`src/design/cssf_pkg.sv`:
```
// ----------------------------------------------------------------------------
// cssf_pkg
// Types, character codes and helpers shared by the comment strip filter.
// ----------------------------------------------------------------------------
package cssf_pkg;

	localparam int unsigned LINE_OUT_W = 24;

	localparam logic OP_BYTE = 1'b0;
	localparam logic OP_END  = 1'b1;

	localparam logic [7:0] CH_SLASH = 8'h2F;
	localparam logic [7:0] CH_STAR  = 8'h2A;
	localparam logic [7:0] CH_BSL   = 8'h5C;
	localparam logic [7:0] CH_DQ    = 8'h22;
	localparam logic [7:0] CH_SQ    = 8'h27;
	localparam logic [7:0] CH_NL    = 8'h0A;

	localparam logic [1:0] ST_OK      = 2'd0;
	localparam logic [1:0] ST_BSL_END = 2'd1;
	localparam logic [1:0] ST_UNTERM  = 2'd2;

	typedef struct packed {
		logic       opcode;
		logic [7:0] in_char;
	} item_t;

	typedef struct packed {
		logic [7:0]            out_char;
		logic                  has_char;
		logic [LINE_OUT_W-1:0] line_number;
		logic [1:0]            status;
		logic                  last;
	} res_t;

	typedef enum logic [5:0] {
		M_NORMAL = 6'b000001,
		M_SLASH  = 6'b000010,
		M_LINE   = 6'b000100,
		M_BLOCK  = 6'b001000,
		M_STAR   = 6'b010000,
		M_QUOTE  = 6'b100000
	} mode_t;

	// results of one step, handed from the scanner to the output queue
	typedef struct packed {
		logic [1:0] count;
		res_t       r0;
		res_t       r1;
	} step_t;

	// decision for a byte seen in plain text
	typedef struct packed {
		logic  emit;
		mode_t mode;
		logic  set_splice;
		logic  set_quote;
		logic  quote_single;
	} nb_t;

	function automatic nb_t normal_byte_f(logic [7:0] c);
		nb_t d;
		d.emit         = 1'b0;
		d.mode         = M_NORMAL;
		d.set_splice   = 1'b0;
		d.set_quote    = 1'b0;
		d.quote_single = (c == CH_SQ);
		if (c == CH_BSL) begin
			d.set_splice = 1'b1;
		end else if (c == CH_SLASH) begin
			d.mode = M_SLASH;
		end else if (c == CH_DQ || c == CH_SQ) begin
			d.emit      = 1'b1;
			d.mode      = M_QUOTE;
			d.set_quote = 1'b1;
		end else begin
			d.emit = 1'b1;
		end
		return d;
	endfunction

	function automatic res_t res_f(logic [7:0] ch, logic has,
			logic [LINE_OUT_W-1:0] ln, logic [1:0] st);
		res_t r;
		r.out_char    = has ? ch : 8'h00;
		r.has_char    = has;
		r.line_number = ln;
		r.status      = st;
		r.last        = 1'b0;
		return r;
	endfunction

endpackage

```
`src/design/cssf_scan.sv`:
```
// ----------------------------------------------------------------------------
// cssf_scan
// Scanner state and the per-byte decode: comment, literal and splice
// tracking, line counting, and up to two results per beat.
// ----------------------------------------------------------------------------
module cssf_scan #(
	parameter int unsigned LINE_BITS = 24
) (
	input  logic                  clk,
	input  logic                  arst_n,
	input  cssf_pkg::item_t       item,
	input  logic                  take,
	output cssf_pkg::step_t       step
);

	localparam int unsigned EXT_W = (LINE_BITS > cssf_pkg::LINE_OUT_W) ?
		LINE_BITS : cssf_pkg::LINE_OUT_W;
	localparam logic [LINE_BITS-1:0] LINE_MAX = {LINE_BITS{1'b1}};

	cssf_pkg::mode_t        mode_q, mode_n;
	logic                   qs_q, qs_n;
	logic                   sp_q, sp_n;
	logic [LINE_BITS-1:0]   line_q, line_n, line_inc, line_rep;
	logic [EXT_W-1:0]       line_ext;
	logic [cssf_pkg::LINE_OUT_W-1:0] ln;
	logic [7:0]             c;
	logic                   is_end;

	assign c        = item.in_char;
	assign is_end   = (item.opcode == cssf_pkg::OP_END);
	assign line_inc = (c == cssf_pkg::CH_NL && line_q != LINE_MAX) ?
		line_q + 1'b1 : line_q;
	assign line_rep = is_end ? line_q : line_inc;
	assign line_ext = EXT_W'(line_rep);
	assign ln       = line_ext[cssf_pkg::LINE_OUT_W-1:0];

	always_comb begin
		cssf_pkg::nb_t nb;
		logic [1:0]    st;
		logic          has;
		logic [7:0]    ch;
		nb     = cssf_pkg::normal_byte_f(c);
		st     = cssf_pkg::ST_OK;
		has    = 1'b0;
		ch     = 8'h00;
		mode_n = mode_q;
		qs_n   = qs_q;
		sp_n   = 1'b0;
		line_n = line_inc;
		step.count = 2'd0;
		step.r0    = cssf_pkg::res_f(8'h00, 1'b0, ln, cssf_pkg::ST_OK);
		step.r1    = cssf_pkg::res_f(8'h00, 1'b0, ln, cssf_pkg::ST_OK);

		if (is_end) begin
			if (sp_q) begin
				st = cssf_pkg::ST_BSL_END;
			end else if (mode_q == cssf_pkg::M_SLASH) begin
				has = 1'b1;
				ch  = cssf_pkg::CH_SLASH;
			end else if (mode_q == cssf_pkg::M_BLOCK || mode_q == cssf_pkg::M_STAR) begin
				st = cssf_pkg::ST_UNTERM;
			end
			step.count = 2'd1;
			step.r0    = cssf_pkg::res_f(ch, has, ln, st);
			mode_n     = cssf_pkg::M_NORMAL;
			qs_n       = 1'b0;
			line_n     = '0;
		end else if (sp_q && mode_q != cssf_pkg::M_SLASH && mode_q != cssf_pkg::M_LINE &&
				mode_q != cssf_pkg::M_BLOCK && mode_q != cssf_pkg::M_STAR) begin
			// escaped byte: passed on with its backslash, newline is spliced out
			mode_n = (mode_q == cssf_pkg::M_QUOTE) ? cssf_pkg::M_QUOTE : cssf_pkg::M_NORMAL;
			if (c != cssf_pkg::CH_NL) begin
				step.count = 2'd2;
				step.r0    = cssf_pkg::res_f(cssf_pkg::CH_BSL, 1'b1, ln, cssf_pkg::ST_OK);
				step.r1    = cssf_pkg::res_f(c, 1'b1, ln, cssf_pkg::ST_OK);
			end
		end else begin
			unique case (mode_q)
				cssf_pkg::M_SLASH: begin
					if (c == cssf_pkg::CH_SLASH) begin
						mode_n = cssf_pkg::M_LINE;
					end else if (c == cssf_pkg::CH_STAR) begin
						mode_n = cssf_pkg::M_BLOCK;
					end else begin
						// held slash goes out first, then the byte as plain text
						step.r0 = cssf_pkg::res_f(cssf_pkg::CH_SLASH, 1'b1, ln,
							cssf_pkg::ST_OK);
						step.r1 = cssf_pkg::res_f(c, 1'b1, ln, cssf_pkg::ST_OK);
						step.count = nb.emit ? 2'd2 : 2'd1;
						mode_n = nb.mode;
						sp_n   = nb.set_splice;
						if (nb.set_quote) begin
							qs_n = nb.quote_single;
						end
					end
				end
				cssf_pkg::M_LINE: begin
					if (c == cssf_pkg::CH_NL) begin
						step.count = 2'd1;
						step.r0    = cssf_pkg::res_f(c, 1'b1, ln, cssf_pkg::ST_OK);
						mode_n     = cssf_pkg::M_NORMAL;
					end
				end
				cssf_pkg::M_BLOCK: begin
					if (c == cssf_pkg::CH_STAR) begin
						mode_n = cssf_pkg::M_STAR;
					end
				end
				cssf_pkg::M_STAR: begin
					if (c == cssf_pkg::CH_SLASH) begin
						mode_n = cssf_pkg::M_NORMAL;
					end else if (c != cssf_pkg::CH_STAR) begin
						mode_n = cssf_pkg::M_BLOCK;
					end
				end
				cssf_pkg::M_QUOTE: begin
					if (c == cssf_pkg::CH_BSL) begin
						sp_n = 1'b1;
					end else begin
						step.count = 2'd1;
						step.r0    = cssf_pkg::res_f(c, 1'b1, ln, cssf_pkg::ST_OK);
						if (c == (qs_q ? cssf_pkg::CH_SQ : cssf_pkg::CH_DQ)) begin
							mode_n = cssf_pkg::M_NORMAL;
						end
					end
				end
				default: begin
					// plain text, and any corrupt mode code
					step.r0    = cssf_pkg::res_f(c, 1'b1, ln, cssf_pkg::ST_OK);
					step.count = nb.emit ? 2'd1 : 2'd0;
					mode_n     = nb.mode;
					sp_n       = nb.set_splice;
					if (nb.set_quote) begin
						qs_n = nb.quote_single;
					end
				end
			endcase
		end
		step.r0.last = (step.count == 2'd1);
		step.r1.last = 1'b1;
	end

	always_ff @(posedge clk or negedge arst_n) begin
		if (!arst_n) begin
			mode_q <= cssf_pkg::M_NORMAL;
			qs_q   <= 1'b0;
			sp_q   <= 1'b0;
			line_q <= '0;
		end else if (take) begin
			mode_q <= mode_n;
			qs_q   <= qs_n;
			sp_q   <= sp_n;
			line_q <= line_n;
		end
	end

endmodule

```
`src/design/cssf_outq.sv`:
```
// ----------------------------------------------------------------------------
// cssf_outq
// Two-entry result queue; takes zero, one or two results per cycle and
// presents them one beat at a time.
// ----------------------------------------------------------------------------
module cssf_outq (
	input  logic             clk,
	input  logic             arst_n,
	input  cssf_pkg::step_t  step,
	input  logic             push,
	input  logic             res_ready,
	output logic             res_valid,
	output cssf_pkg::res_t   head,
	output logic [1:0]       free
);

	cssf_pkg::res_t e0_q, e1_q, a0;
	logic [1:0]     cnt_q, cnt_p, add;
	logic           pop;

	assign res_valid = (cnt_q != 2'd0);
	assign head      = e0_q;
	assign pop       = res_valid && res_ready;
	assign free      = 2'd2 - cnt_q + {1'b0, pop};
	assign cnt_p     = cnt_q - {1'b0, pop};
	assign a0        = pop ? e1_q : e0_q;
	assign add       = push ? step.count : 2'd0;

	always_ff @(posedge clk or negedge arst_n) begin
		if (!arst_n) begin
			cnt_q <= 2'd0;
		end else begin
			cnt_q <= cnt_p + add;
		end
	end

	always_ff @(posedge clk) begin
		e0_q <= (cnt_p == 2'd0) ? step.r0 : a0;
		e1_q <= (cnt_p == 2'd0) ? step.r1 : ((cnt_p == 2'd1) ? step.r0 : e1_q);
	end

endmodule

```
`src/design/comment_strip_splice_filter.sv`:
```
// ----------------------------------------------------------------------------
// comment_strip_splice_filter
// Strips // and block comments from source text outside literals, splices
// backslash-newline and counts raw newlines.
// ----------------------------------------------------------------------------
//  channel | signals                           | beat
//  --------+-----------------------------------+------------------------------
//  byte    | byte_valid, byte_ready, byte_beat | opcode, in_char
//  res     | res_valid, res_ready, res_beat    | out_char, has_char,
//          |                                   | line_number, status, last
//
// One byte beat per cycle while byte_ready is high. A beat is registered in
// the input register and decoded there; its results are registered in the
// two-entry queue before they appear. A beat with two results fills the
// queue; if the next beat also has two results it waits and byte_ready drops
// while it waits. A stalled res side fills the queue and then the input
// register. Reset clears scanner state and queue.
// ----------------------------------------------------------------------------
module comment_strip_splice_filter #(
	parameter int unsigned LINE_BITS = 24
) (
	input  logic             clk,
	input  logic             arst_n,
	input  logic             byte_valid,
	output logic             byte_ready,
	input  cssf_pkg::item_t  byte_beat,
	output logic             res_valid,
	input  logic             res_ready,
	output cssf_pkg::res_t   res_beat
);

	cssf_pkg::item_t item_s1;
	logic            vld_s1;
	cssf_pkg::step_t step;
	logic [1:0]      free;
	logic            fire;

	// decode the held beat only when its results all fit in the queue
	assign fire       = vld_s1 && (step.count <= free);
	assign byte_ready = !vld_s1 || fire;

	always_ff @(posedge clk or negedge arst_n) begin
		if (!arst_n) begin
			vld_s1 <= 1'b0;
		end else if (byte_ready) begin
			vld_s1 <= byte_valid;
		end
	end

	always_ff @(posedge clk) begin
		if (byte_ready && byte_valid) begin
			item_s1 <= byte_beat;
		end
	end

	cssf_scan #(
		.LINE_BITS(LINE_BITS)
	) u_scan (
		.clk    (clk),
		.arst_n (arst_n),
		.item   (item_s1),
		.take   (fire),
		.step   (step)
	);

	cssf_outq u_outq (
		.clk       (clk),
		.arst_n    (arst_n),
		.step      (step),
		.push      (fire),
		.res_ready (res_ready),
		.res_valid (res_valid),
		.head      (res_beat),
		.free      (free)
	);

endmodule

```
`config.mk`:
```
export PLATFORM = sky130hd
export DESIGN_NAME = comment_strip_splice_filter
export DESIGN_NICKNAME = d
export VERILOG_FILES = /design/src/design/cssf_pkg.sv /design/src/design/cssf_scan.sv /design/src/design/cssf_outq.sv /design/src/design/comment_strip_splice_filter.sv
export SDC_FILE = /design/constraint.sdc
export NUM_CORES = 1
export LEC_CHECK = 0
export BUFFER_PORTS_ARGS = -buffer_cell sky130_fd_sc_hd__buf_2
export CAP_MARGIN = 20
export CORE_ASPECT_RATIO = 1.75
export CORE_MARGIN = 2
export CORE_UTILIZATION = 45
export DETAILED_ROUTE_END_ITERATION = 7
export GPL_TIMING_DRIVEN = 0
export HOLD_SLACK_MARGIN = 0.15
export SLEW_MARGIN = 10
export SYNTH_ARGS = -nofsm -noshare
export SYNTH_HDL_FRONTEND = slang
export SYNTH_SLANG_ARGS = --single-unit
export TNS_END_PERCENT = 10
```
`constraint.sdc`:
```
create_clock -name clk -period 5.8 [get_ports clk]
set_input_delay 0.87 -clock clk [delete_from_list [all_inputs] [get_ports clk]]
set_output_delay 0.87 -clock clk [all_outputs]
set_load 0.05 [all_outputs]
```
==> results.ini, run 1 <==
[outcome]
outcome = finished, final reports clean

[cts]
cts_buffers = 17
cts_tree = built
cts_setup_buffers = 0
clockRootBuffer = clkbuf_16
cts-hold-fix-buffers = 0
clock-sinks = 116
cts_max_path_buffers = 2
cts_resized = 0
clk_pin_slew_ns = 0.05
clock_insertion_delay_worst_skew_ns = 0.41
cts_max_level = 4

[routing]
met1_length_mm = 5.70
drcViolationCount = 0
drtIter0Drc = 334
vias = 4967
drt-total-wl_mm = 15.6
viasPerCell = 5.59
drt_first_pass_iters = 5
drtAntennaViolNets = 0
wl_met2_mm = 8.73
top_layer = met4
wl_per_cell_um = 17.6
wl_met3_um = 509

[yosys]
synth_fp_nets = 651
synth_edf_count = 80
synth_top_flop_cell = edfxtp_1
syn_area_per_cell_um2 = 9.60
yosys_warnings = 0
synth.distinct_cells = 58
synth_seq_cells = 116
syn_area_um2 = 6070
syn_inst = 632
seq_area_frac_synth_pct = 54.4
synthArstFlopShare_pct = 30.2

[finish]
final_cells = 889
design_area_um2 = 7160
multiInputGateArea_um2 = 2540
fill_cells = 1241
ff_latch_area_um2 = 3300
nNetsFinal = 721
post-route-util_pct = 53.8
antenna_cells = 0
layout-drive-gt1-share_pct = 14.3
areaGrowthSynthToFinish_pct = 17.9
layout_common_cells = 108 x nand2_1, 93 x o21ai_0, 80 x edfxtp_1
final_common_cell = nand2_1

[critical_path]
crit_arrival_ns = 5.17
cp_max_fo = 10
critPathKind = register to register
crit_path_start_kind = register
worst_r2r_path_depth = 19
r2r_start = u_scan.mode_q[2]
critPathCaptureType = register
regToRegEndpoint = u_outq.cnt_q[1]
reg2reg_slack_ns = 0.96
required_ns = 6.13

[timing]
timing.final.ws_setup_ns = 0.960
rsz0062_at_grt = no
setup_viol = 0
holdWs_ns = 0.479
tns_ns = 0
relSlewSlack_pct = 42.6
fmax_mhz = 207
drv_slew = 0
timing.final.crit_period_ns = 4.84
finClkSkew_ns = 0.00938
final_hold_viol_count = 0
worstMarginPinSlew_ns = 0.861
period_share_pct = 83.4

[floorplanning]
die_h_um = 158
die_x_um = 91.8
die_area_um2 = 14500
core_um2 = 13300
ioPinCount = 51
start_util_pct = 45.6
rows = 56

[placed_design]
hpwl_mm = 11.4
gp_congestion = 0.927
pre_cts_slack_ns = 0.647
numPortBuffers = 50
post_dp_cell_area_um2 = 6570
placed_cells = 857

[global_routing]
antenna_found_initial = 0
grt_pass1_vias = 5030
grt-ovfl-total = 0
grt_use_total_pct = 22.7
grt_pass1_wl_mm = 25.1
grt_max_degree = 42

[power]
p_leak_nw = 2.80
p_total_mw = 4.24
max-vdd-ir-drop_mv = 0.325
p_per_area_nw_per_um2 = 593

[run]
drv_cap = 0

[min_path]
min_to = u_outq.e1_q[0]
hp-class = register to register
hp-start = u_outq.e1_q[0]
holdPathStages = 1

## state kept, by name (all words and copies together), names as in the netlist
register / count
u_scan.qs_q: 1
u_outq.e1_q: 36
u_outq.cnt_q: 2
u_scan.mode_q: 6
u_scan.line_q: 24
u_scan.sp_q: 1
vld_s1: 1
u_outq.head: 36
item_s1: 9
## worst max-delay path, stage by stage (launching register included)
cell and delay, ns:
dfrtp_1 0.35, buf_2 0.17, or4b_4 0.55, or3_1 0.33, buf_2 0.20, and3_4 0.19
buf_6 0.14, a211oi_1 0.35, nor2_1 0.15, ha_1 0.33, nand2_1 0.06, o21ai_0 0.15
nand2_1 0.16, clkbuf_1 0.45, clkbuf_1 0.48, nor2_1 0.09, ha_1 0.21, xnor2_1 0.19
a21oi_1 0.06, a31oi_1 0.15
## cell usage after synthesis (2+ instances only)
library cell,instances,area [um^2]
nand2_1,109,409
o21ai_0,93,465
edfxtp_1,80,2400
nor2_1,60,225
dfrtp_1,34,851
clkbuf_1,29,109
a21oi_1,27,135
nand3_1,18,90.1
xor2_1,18,158
nor3_1,13,65.1
nand4_1,12,75.1
xnor2_1,12,105
and3_1,11,68.8
and2_1,9,56.3
inv_1,9,33.8
buf_2,8,40.0
ha_1,6,75.1
or3_1,6,37.5
a31oi_1,5,31.3
o211ai_1,5,37.5
o31ai_1,5,37.5
or4_1,5,37.5
a211oi_1,3,22.5
a21o_1,3,22.5
buf_6,3,33.8
mux2i_1,3,30.0
nand2b_1,3,18.8
nor4_1,3,18.8
nor4b_1,3,26.3
o21a_1,3,22.5
a22oi_1,2,15.0
a41oi_1,2,17.5
and4_1,2,17.5
buf_1,2,7.51
nor3b_1,2,15.0
o21ai_1,2,10.0
## where the power goes
part	leakage, nW	total [mW]	switching, mW	internal [mW]
clock network	0.290	1.05	0.366	0.682
registers	1.30	1.44	0.0940	1.34
logic	1.21	1.76	1.39	0.372
total	2.80	4.24	1.85	2.40
## final cells by class
type	count	area share, %
sequential	116	46.1
multi-input combinational	464	35.6
clock buffer	21	6.29
timing repair buffer	51	3.88
tap	174	3.04
buffer	42	2.66
clock inverter	11	1.91
inverter	10	0.542
## kinds of logic after synthesis
kind of cell,Yosys count,share of synthesized area [%]
simple gates,264,20.7
compound gates,161,15.2
flops,116,54.4
buf+inv,52,3.75
xor+xnor,30,4.33
fa+ha+maj,6,1.24
mux,3,0.495
## worst max-delay path by stage
stage	start	end	slack, ns	cells after the start
after floorplan	u_outq.cnt_q[1]	u_outq.head[0]	1.41	9
after global placement	res_ready	u_outq.head[4]	-0.67	9
after detailed placement	res_ready	u_outq.head[4]	0.65	10
after CTS	u_outq.cnt_q[1]	u_outq.head[10]	0.85	10
after global routing	u_outq.cnt_q[1]	u_outq.head[6]	0.56	10
final	u_scan.mode_q[2]	u_outq.cnt_q[1]	0.96	19
## per-layer routing
layer	vias to the layer above	track usage (%)
met5	-	0
met4	0	12.9
met3	42	3.62
met2	147	43.2
met1	2363	23.1
li1	2415	-
No activity file was read; power rests on OpenSTA's default activity.
==> inputs of run 2 (changes only) <==
- ABC_AREA: unset -> 1
- clock period: 5.8 -> 4.7 ns (I/O delays scaled with it)
==> run 2 against run 1 <==
Compared with the run above:
- clock skew is 0.0017 ns lower
- area after synthesis is 10% higher
- combinational power is 26% higher
- count of clock-buffer cells in the layout is 4 lower
- register-to-register slack hardly changed
- non-clock buffer count is 14 lower
- total power is 29% higher
- clock power is 37% higher
- sequential share of layout area is 3.8 points lower
- critical path type is now register to primary output
- largest cell class unchanged
==> results.ini, run 2 <==
[floorplanning]
rows = 58  ; +3.6%
die_area_um2 = 15900  ; +9.6%
core_um2 = 14400  ; +8.5%
die_h_um = 165  ; +4.7%
die_x_um = 96.1  ; +4.7%
start_util_pct = 46.2  ; +0.62 points
ioPinCount = 51  ; unchanged

[global_routing]
grt_pass1_vias = 5935  ; +18%
grt_max_degree = 42  ; unchanged
grt-ovfl-total = 0  ; unchanged
grt_use_total_pct = 26.6  ; +3.9 points
antenna_found_initial = 0  ; unchanged
grt_pass1_wl_mm = 30.8  ; +23%

[yosys]
syn_inst = 834  ; +32%
synth_seq_cells = 116  ; unchanged
seq_area_frac_synth_pct = 49.4  ; -4.9 points
synth_top_flop_cell = edfxtp_1
yosysMostFrequentCell = nand2_1
synth.distinct_cells = 41  ; -29%
yosys.area.top_type = edfxtp_1
ys_top_cells_by_area = edfxtp_1 36%, nand2_1 18%, dfrtp_1 13%
synth_fp_nets = 853  ; +31%
syn_area_um2 = 6670  ; +10%
synthTopCellsByCount = 321 x nand2_1, 80 x edfxtp_1, 73 x inv_1
synth_top_area_share_pct = 36.0  ; -3.6 points
synth_edf_count = 80  ; unchanged
syn_area_per_cell_um2 = 8.00  ; -17%
synthArstFlopShare_pct = 30.2  ; unchanged
yosys_warnings = 0  ; unchanged

[critical_path]
crit_path_start_kind = register
worst_r2r_path_depth = 19  ; unchanged
required_ns = 3.99  ; -2.14 ns
critPathCaptureType = primary output
cp_max_fo = 10  ; unchanged
critPathKind = register to primary output
crit_family = simple AND/OR/NAND/NOR gates
cp.depth = 14  ; -5
path_buf_inv = 3  ; -2
slowest_delay_ns = 0.41  ; -0.14 ns
crit_chain = nor2_1 > nand3_2 > nand2_1 > nor2_4 > nand2_4 > buf_4 > o21ai_0 > nand2_1 > nor2_1 > ha_1 > inv_1 > o21bai_1 > nand3_1 > buf_2
slowest_stage = dfrtp_1
crit_arrival_ns = 3.06  ; -2.11 ns
reg2reg_slack_ns = 0.96  ; about the same

[cts]
cts-hold-fix-buffers = 0  ; unchanged
cts_buffers = 17  ; unchanged
clock-sinks = 116  ; unchanged
cts_tree = built
cts_max_path_buffers = 2  ; unchanged
clockRootBuffer = clkbuf_16
cts_resized = 0  ; unchanged
cts_max_level = 4  ; unchanged
cts_setup_buffers = 0  ; unchanged
clk_pin_slew_ns = 0.06  ; about the same
clock_insertion_delay_worst_skew_ns = 0.42  ; about the same

[timing]
worstMarginPinSlew_ns = 0.912  ; +0.0510 ns
finClkSkew_ns = 0.00765  ; -0.00173 ns
tns_ns = 0  ; unchanged
period_share_pct = 80.1
drv_slew = 0  ; unchanged
fmax_mhz = 266
rsz0062_at_grt = no
relSlewSlack_pct = 39.2  ; -3.4 points
setup_viol = 0  ; unchanged
final_hold_viol_count = 0  ; unchanged
timing.final.crit_period_ns = 3.76

[placed_design]
numPortBuffers = 50  ; unchanged
gp_congestion = 0.991  ; +6.9%
hpwl_mm = 14.9  ; +31%

[min_path]
hp-class = input pin to asynchronous set/reset pin

[finish]
fill_cells = 1390  ; +12%
antenna_cells = 0  ; unchanged
nNetsFinal = 922  ; +28%
final_common_cell = nand2_1
layout_common_cells = 320 x nand2_1, 80 x edfxtp_1, 72 x inv_1
areaGrowthSynthToFinish_pct = 16.8
post-route-util_pct = 54.0  ; +0.22 points
layout-drive-gt1-share_pct = 16.3  ; +2.0 points

[power]
p_per_area_nw_per_um2 = 701  ; +18%
max-vdd-ir-drop_mv = 0.428  ; +32%
p_leak_nw = 3.57  ; +28%

[routing]
drtIter0Drc = 363  ; +8.7%
drt-total-wl_mm = 19.5  ; +25%
wl_per_cell_um = 17.8  ; +1.6%
vias = 5821  ; +17%
drt_first_pass_iters = 6  ; +1
drtAntennaViolNets = 0  ; unchanged
viasPerCell = 5.31  ; -4.9%
drcViolationCount = 0  ; unchanged

[outcome]
outcome = finished, final reports clean

[run]
drv_cap = 0  ; unchanged

==> run 2: cell count changes in the layout (fill, tap and decap cells not counted), moves of 9 or more <==
| cell | delta |
|---|---|
| nor3_1 | -9 |
| o21ai_0 | -40 |
| nand3_1 | +38 |
| xnor2_1 | -11 |
| nand3_2 | +11 |
| o21ai_1 | +9 |
| and3_1 | -11 |
| clkbuf_1 | -16 |
| a21oi_1 | -11 |
| nand2_2 | +11 |
| nand2_1 | +212 |
| inv_1 | +63 |
==> run 2: worst reg2reg max path: stages, from the launching register on <==
cell and delay (ns):
dfrtp_1 0.41, nor2_1 0.25, nand3_2 0.16, nand2_1 0.25
nor2_4 0.12, nand2_4 0.09, buf_4 0.17, o21ai_0 0.13
nand2_1 0.08, nor2_1 0.05, ha_1 0.33, inv_1 0.04
o21bai_1 0.16, nand2_1 0.07, nand2_1 0.15, clkbuf_1 0.52
nor2_1 0.12, ha_1 0.22, xnor2_1 0.19, xor2_1 0.16
==> run 2: cell families (layout without fill, tap and decap cells) <==
kind of cell,count (synthesis),in the layout,share of synthesized area [%]
adders and majority gates,6,6,1.12
xor gates and xnor gates,13,13,1.71
DFF,116,116,49.4
AOI/OAI and AO/OA,95,95,8.10
buffers and inverters,108,190,7.03
and+or+nand+nor,496,496,32.6
==> run 2: metrics by stage <==
stage               total power, mW  cell area, um^2  cells  hold slack (ns)  worst slack (ns)
floorplan                      3.38             6670    834            0.409              1.51
finish                         5.47             7790   1096            0.423             0.935
global route                   5.77             7790   1096            0.448             0.613
CTS                            5.50             7790   1096            0.444             0.950
global placement               4.02             7150   1064            0.477             0.784
detailed placement             4.06             7150   1064            0.478              1.02
==> run 2: worst paths after layout <==
path	start	to
max	u_scan.mode_q[3]	byte_ready
min	arst_n	u_scan.line_q[0]
max reg2reg	u_scan.mode_q[3]	u_outq.cnt_q[1]
min reg2reg	u_scan.mode_q[0]	u_scan.mode_q[0]
max in group asynchronous	arst_n	u_scan.line_q[2]
min in group clk	byte_beat[3]	item_s1[3]
==> run 2: per-layer routing <==
layer / GRT usage [%] / vias up / part of all wire [%]
li1: - / 2845 / -
met1: 25.9 / 2726 / 34
met2: 48.5 / 175 / 55
met3: 3.40 / 75 / 2.5
met4: 21.0 / 0 / 8.3
met5: 0 / - / 0
==> run 2: layout make-up <==
class / count / area [um^2] / area share, %
Timing Repair Buffer: 50 / 250 / 3.21
Sequential cell: 116 / 3300 / 42.3
Tap cell: 180 / 225 / 2.89
Inverter: 79 / 297 / 3.80
Clock buffer: 17 / 425 / 5.46
Clock inverter: 15 / 216 / 2.78
Buffer: 29 / 173 / 2.22
Multi-Input combinational cell: 610 / 2910 / 37.3
==> run 2: report_power, final <==
group / switching, mW / internal, mW
Clock: 0.536 / 0.905
Combinational: 1.79 / 0.431
Sequential: 0.141 / 1.66
==> inputs of run 3 (changes only) <==
- ABC_AREA: 1 -> 0
- PLACE_DENSITY: unset -> 0.65
- clock period: 4.7 -> 3.2 ns (I/O delays scaled with it)
==> run 3 against run 2 <==
Compared with the run above:
- the flow now finishes with violations (setup timing)
- design area down 1.5%
- critical path type unchanged
- global-route usage down 3.7 points
- first-iteration DRC count up 5.2%
- largest power group unchanged
- clock power up 33%
==> results.ini, run 3 (same netlist as run 1, synthesis figures left out) <==
[routing]
drt-total-wl_mm = 16.0  ; -18%
vias = 5190  ; -11%
viasPerCell = 5.69  ; +7.1%
drcViolationCount = 0  ; unchanged
wl_per_cell_um = 17.6  ; -1.6%
drtIter0Drc = 382  ; +5.2%
drt_first_pass_iters = 5  ; -1
drtAntennaViolNets = 0  ; unchanged

[outcome]
outcome = finished, violations left
violations = setup timing

[cts]
clock_insertion_delay_worst_skew_ns = 0.42  ; about the same
cts_tree = built
cts_buffers = 17  ; unchanged
clockRootBuffer = clkbuf_16
clk_pin_slew_ns = 0.06  ; about the same
cts-hold-fix-buffers = 0  ; unchanged
cts_max_level = 4  ; unchanged
cts_max_path_buffers = 2  ; unchanged
clock-sinks = 116  ; unchanged

[global_routing]
grt_use_total_pct = 22.9  ; -3.7 points
grt_pass1_vias = 5261  ; -11%
grt_pass1_wl_mm = 25.4  ; -18%
grtUsageMet3_pct = 3.57  ; +0.17 points
gr-usage-met2_pct = 42.2  ; -6.4 points
met1_usage_pct = 22.1  ; -3.9 points
grt-ovfl-total = 0  ; unchanged
antenna_found_initial = 0  ; unchanged
grt_max_degree = 42  ; unchanged
grt.busiest_layer = met2

[floorplanning]
die_h_um = 158  ; -4.5%
core_um2 = 13300  ; -7.8%
rows = 56  ; -3.4%
die_area_um2 = 14500  ; -8.8%
die_x_um = 91.8  ; -4.4%
ioPinCount = 51  ; unchanged
start_util_pct = 45.6  ; -0.62 points

[critical_path]
r2r_start = u_scan.mode_q[4]
worst_r2r_path_depth = 15  ; -4
cp_max_fo = 8  ; -2
critPathKind = register to primary output
regToRegEndpoint = u_scan.mode_q[0]
critPathCaptureType = primary output
crit_path_start_kind = register
crit_arrival_ns = 3.28  ; +0.22 ns
required_ns = 2.72  ; -1.27 ns
reg2reg_slack_ns = -0.56  ; -1.52 ns

[finish]
final_common_cell = nand2_1
nNetsFinal = 744  ; -19%
areaGrowthSynthToFinish_pct = 26.5
layout-drive-gt1-share_pct = 23.3  ; +7.0 points
fill_cells = 1217  ; -12%
final_cells = 912  ; -17%
antenna_cells = 0  ; unchanged
layout_common_cells = 101 x nand2_1, 80 x edfxtp_1, 63 x o21ai_0

[timing]
final_hold_viol_count = 0  ; unchanged
rsz0062_at_grt = yes
period_share_pct = 117
drv_slew = 0  ; unchanged
timing.final.crit_period_ns = 3.76
relSlewSlack_pct = 41.9  ; +2.7 points
tns_ns = -12.67  ; -12.67 ns
worstMarginPinSlew_ns = 0.871  ; -0.0405 ns
timing.final.ws_setup_ns = -0.559  ; -1.49 ns
fmax_mhz = 266
finClkSkew_ns = 0.00909  ; +0.00144 ns
setup_viol = 44  ; +44

[power]
max-vdd-ir-drop_mv = 0.615  ; +44%
p_leak_nw = 3.02  ; -16%
p_total_mw = 8.38  ; +53%
p_per_area_nw_per_um2 = 1090  ; +56%

[placed_design]
hpwl_mm = 11.1  ; -25%
placed_cells = 856  ; -20%
gp_congestion = 0.929  ; -6.3%
pre_cts_slack_ns = -1.18  ; -2.21 ns
numPortBuffers = 50  ; unchanged

[min_path]
hp-class = input pin to asynchronous set/reset pin

[run]
drv_cap = 0  ; unchanged

run 3: cell types whose count changed in the layout (fill, tap and decap cells not counted), sizes merged, moves of 12 or more:
cell	change
nand2	-227
inv	-75
nand3	-49
buf	+26
o21ai	+25
and3	+12
clkbuf	+12
run 3: critical path: stages (launching register included):
cell	delay [ns]
dfrtp_1	0.37
buf_6	0.11
or4b_4	0.54
or3_4	0.47
and3_4	0.24
a21oi_4	0.13
nor2_2	0.06
ha_1	0.31
nor2b_4	0.14
o21ai_4	0.20
inv_2	0.07
nand2_4	0.07
buf_8	0.14
run 3: how the worst max path moves through the flow:
stage,start,end,cells after the start
finish,u_scan.mode_q[4],byte_ready,12
global placement,u_scan.mode_q[2],u_scan.line_q[3],16
floorplan,u_scan.mode_q[4],u_outq.cnt_q[1],19
global route,u_scan.mode_q[4],byte_ready,12
detailed placement,u_scan.mode_q[2],u_scan.line_q[3],16
CTS,u_scan.mode_q[3],byte_ready,13
run 3: cell type report:
class,instances,area (um^2),area share (%)
Clock inverter,13,159,2.07
Timing Repair Buffer,76,483,6.29
Inverter,10,50.0,0.652
Tap cell,174,218,2.84
Sequential cell,116,3300,43.0
Clock buffer,19,433,5.64
Multi-Input combinational cell,465,2820,36.7
Buffer,39,214,2.79
run 3: power breakdown:
part | total [mW] | internal [mW] | switching, mW
logic | 3.85 | 1.09 | 2.76
registers | 2.61 | 2.42 | 0.186
clock network | 1.92 | 1.22 | 0.697
total | 8.38 | 4.74 | 3.64
run 3: metal layers:
layer | share of wire [%] | routed length [um]
met4 | 6.3 | 1010
met1 | 35 | 5550
met3 | 3.5 | 567
met2 | 55 | 8890
met5 | 0 | 0
run 3: metrics by stage:
| stage | hold slack [ns] | cell area [um^2] | util, % |
|---|---|---|---|
| after floorplan | 0.184 | 6150 | - |
| after global placement | 0.456 | 6620 | 49.7 |
| after detailed placement | 0.473 | 6620 | 49.7 |
| after CTS | 0.181 | 7510 | 56.4 |
| after global routing | 0.224 | 7680 | 57.7 |
| final | 0.171 | 7680 | 57.7 |
run 3: what timing repair did:
item,4_1_cts,5_1_grt
setup buffers,18,7
endpoints found under the setup margin,124,120
pin swaps,13,9
gates cloned,1,1
gates resized for setup,62,40
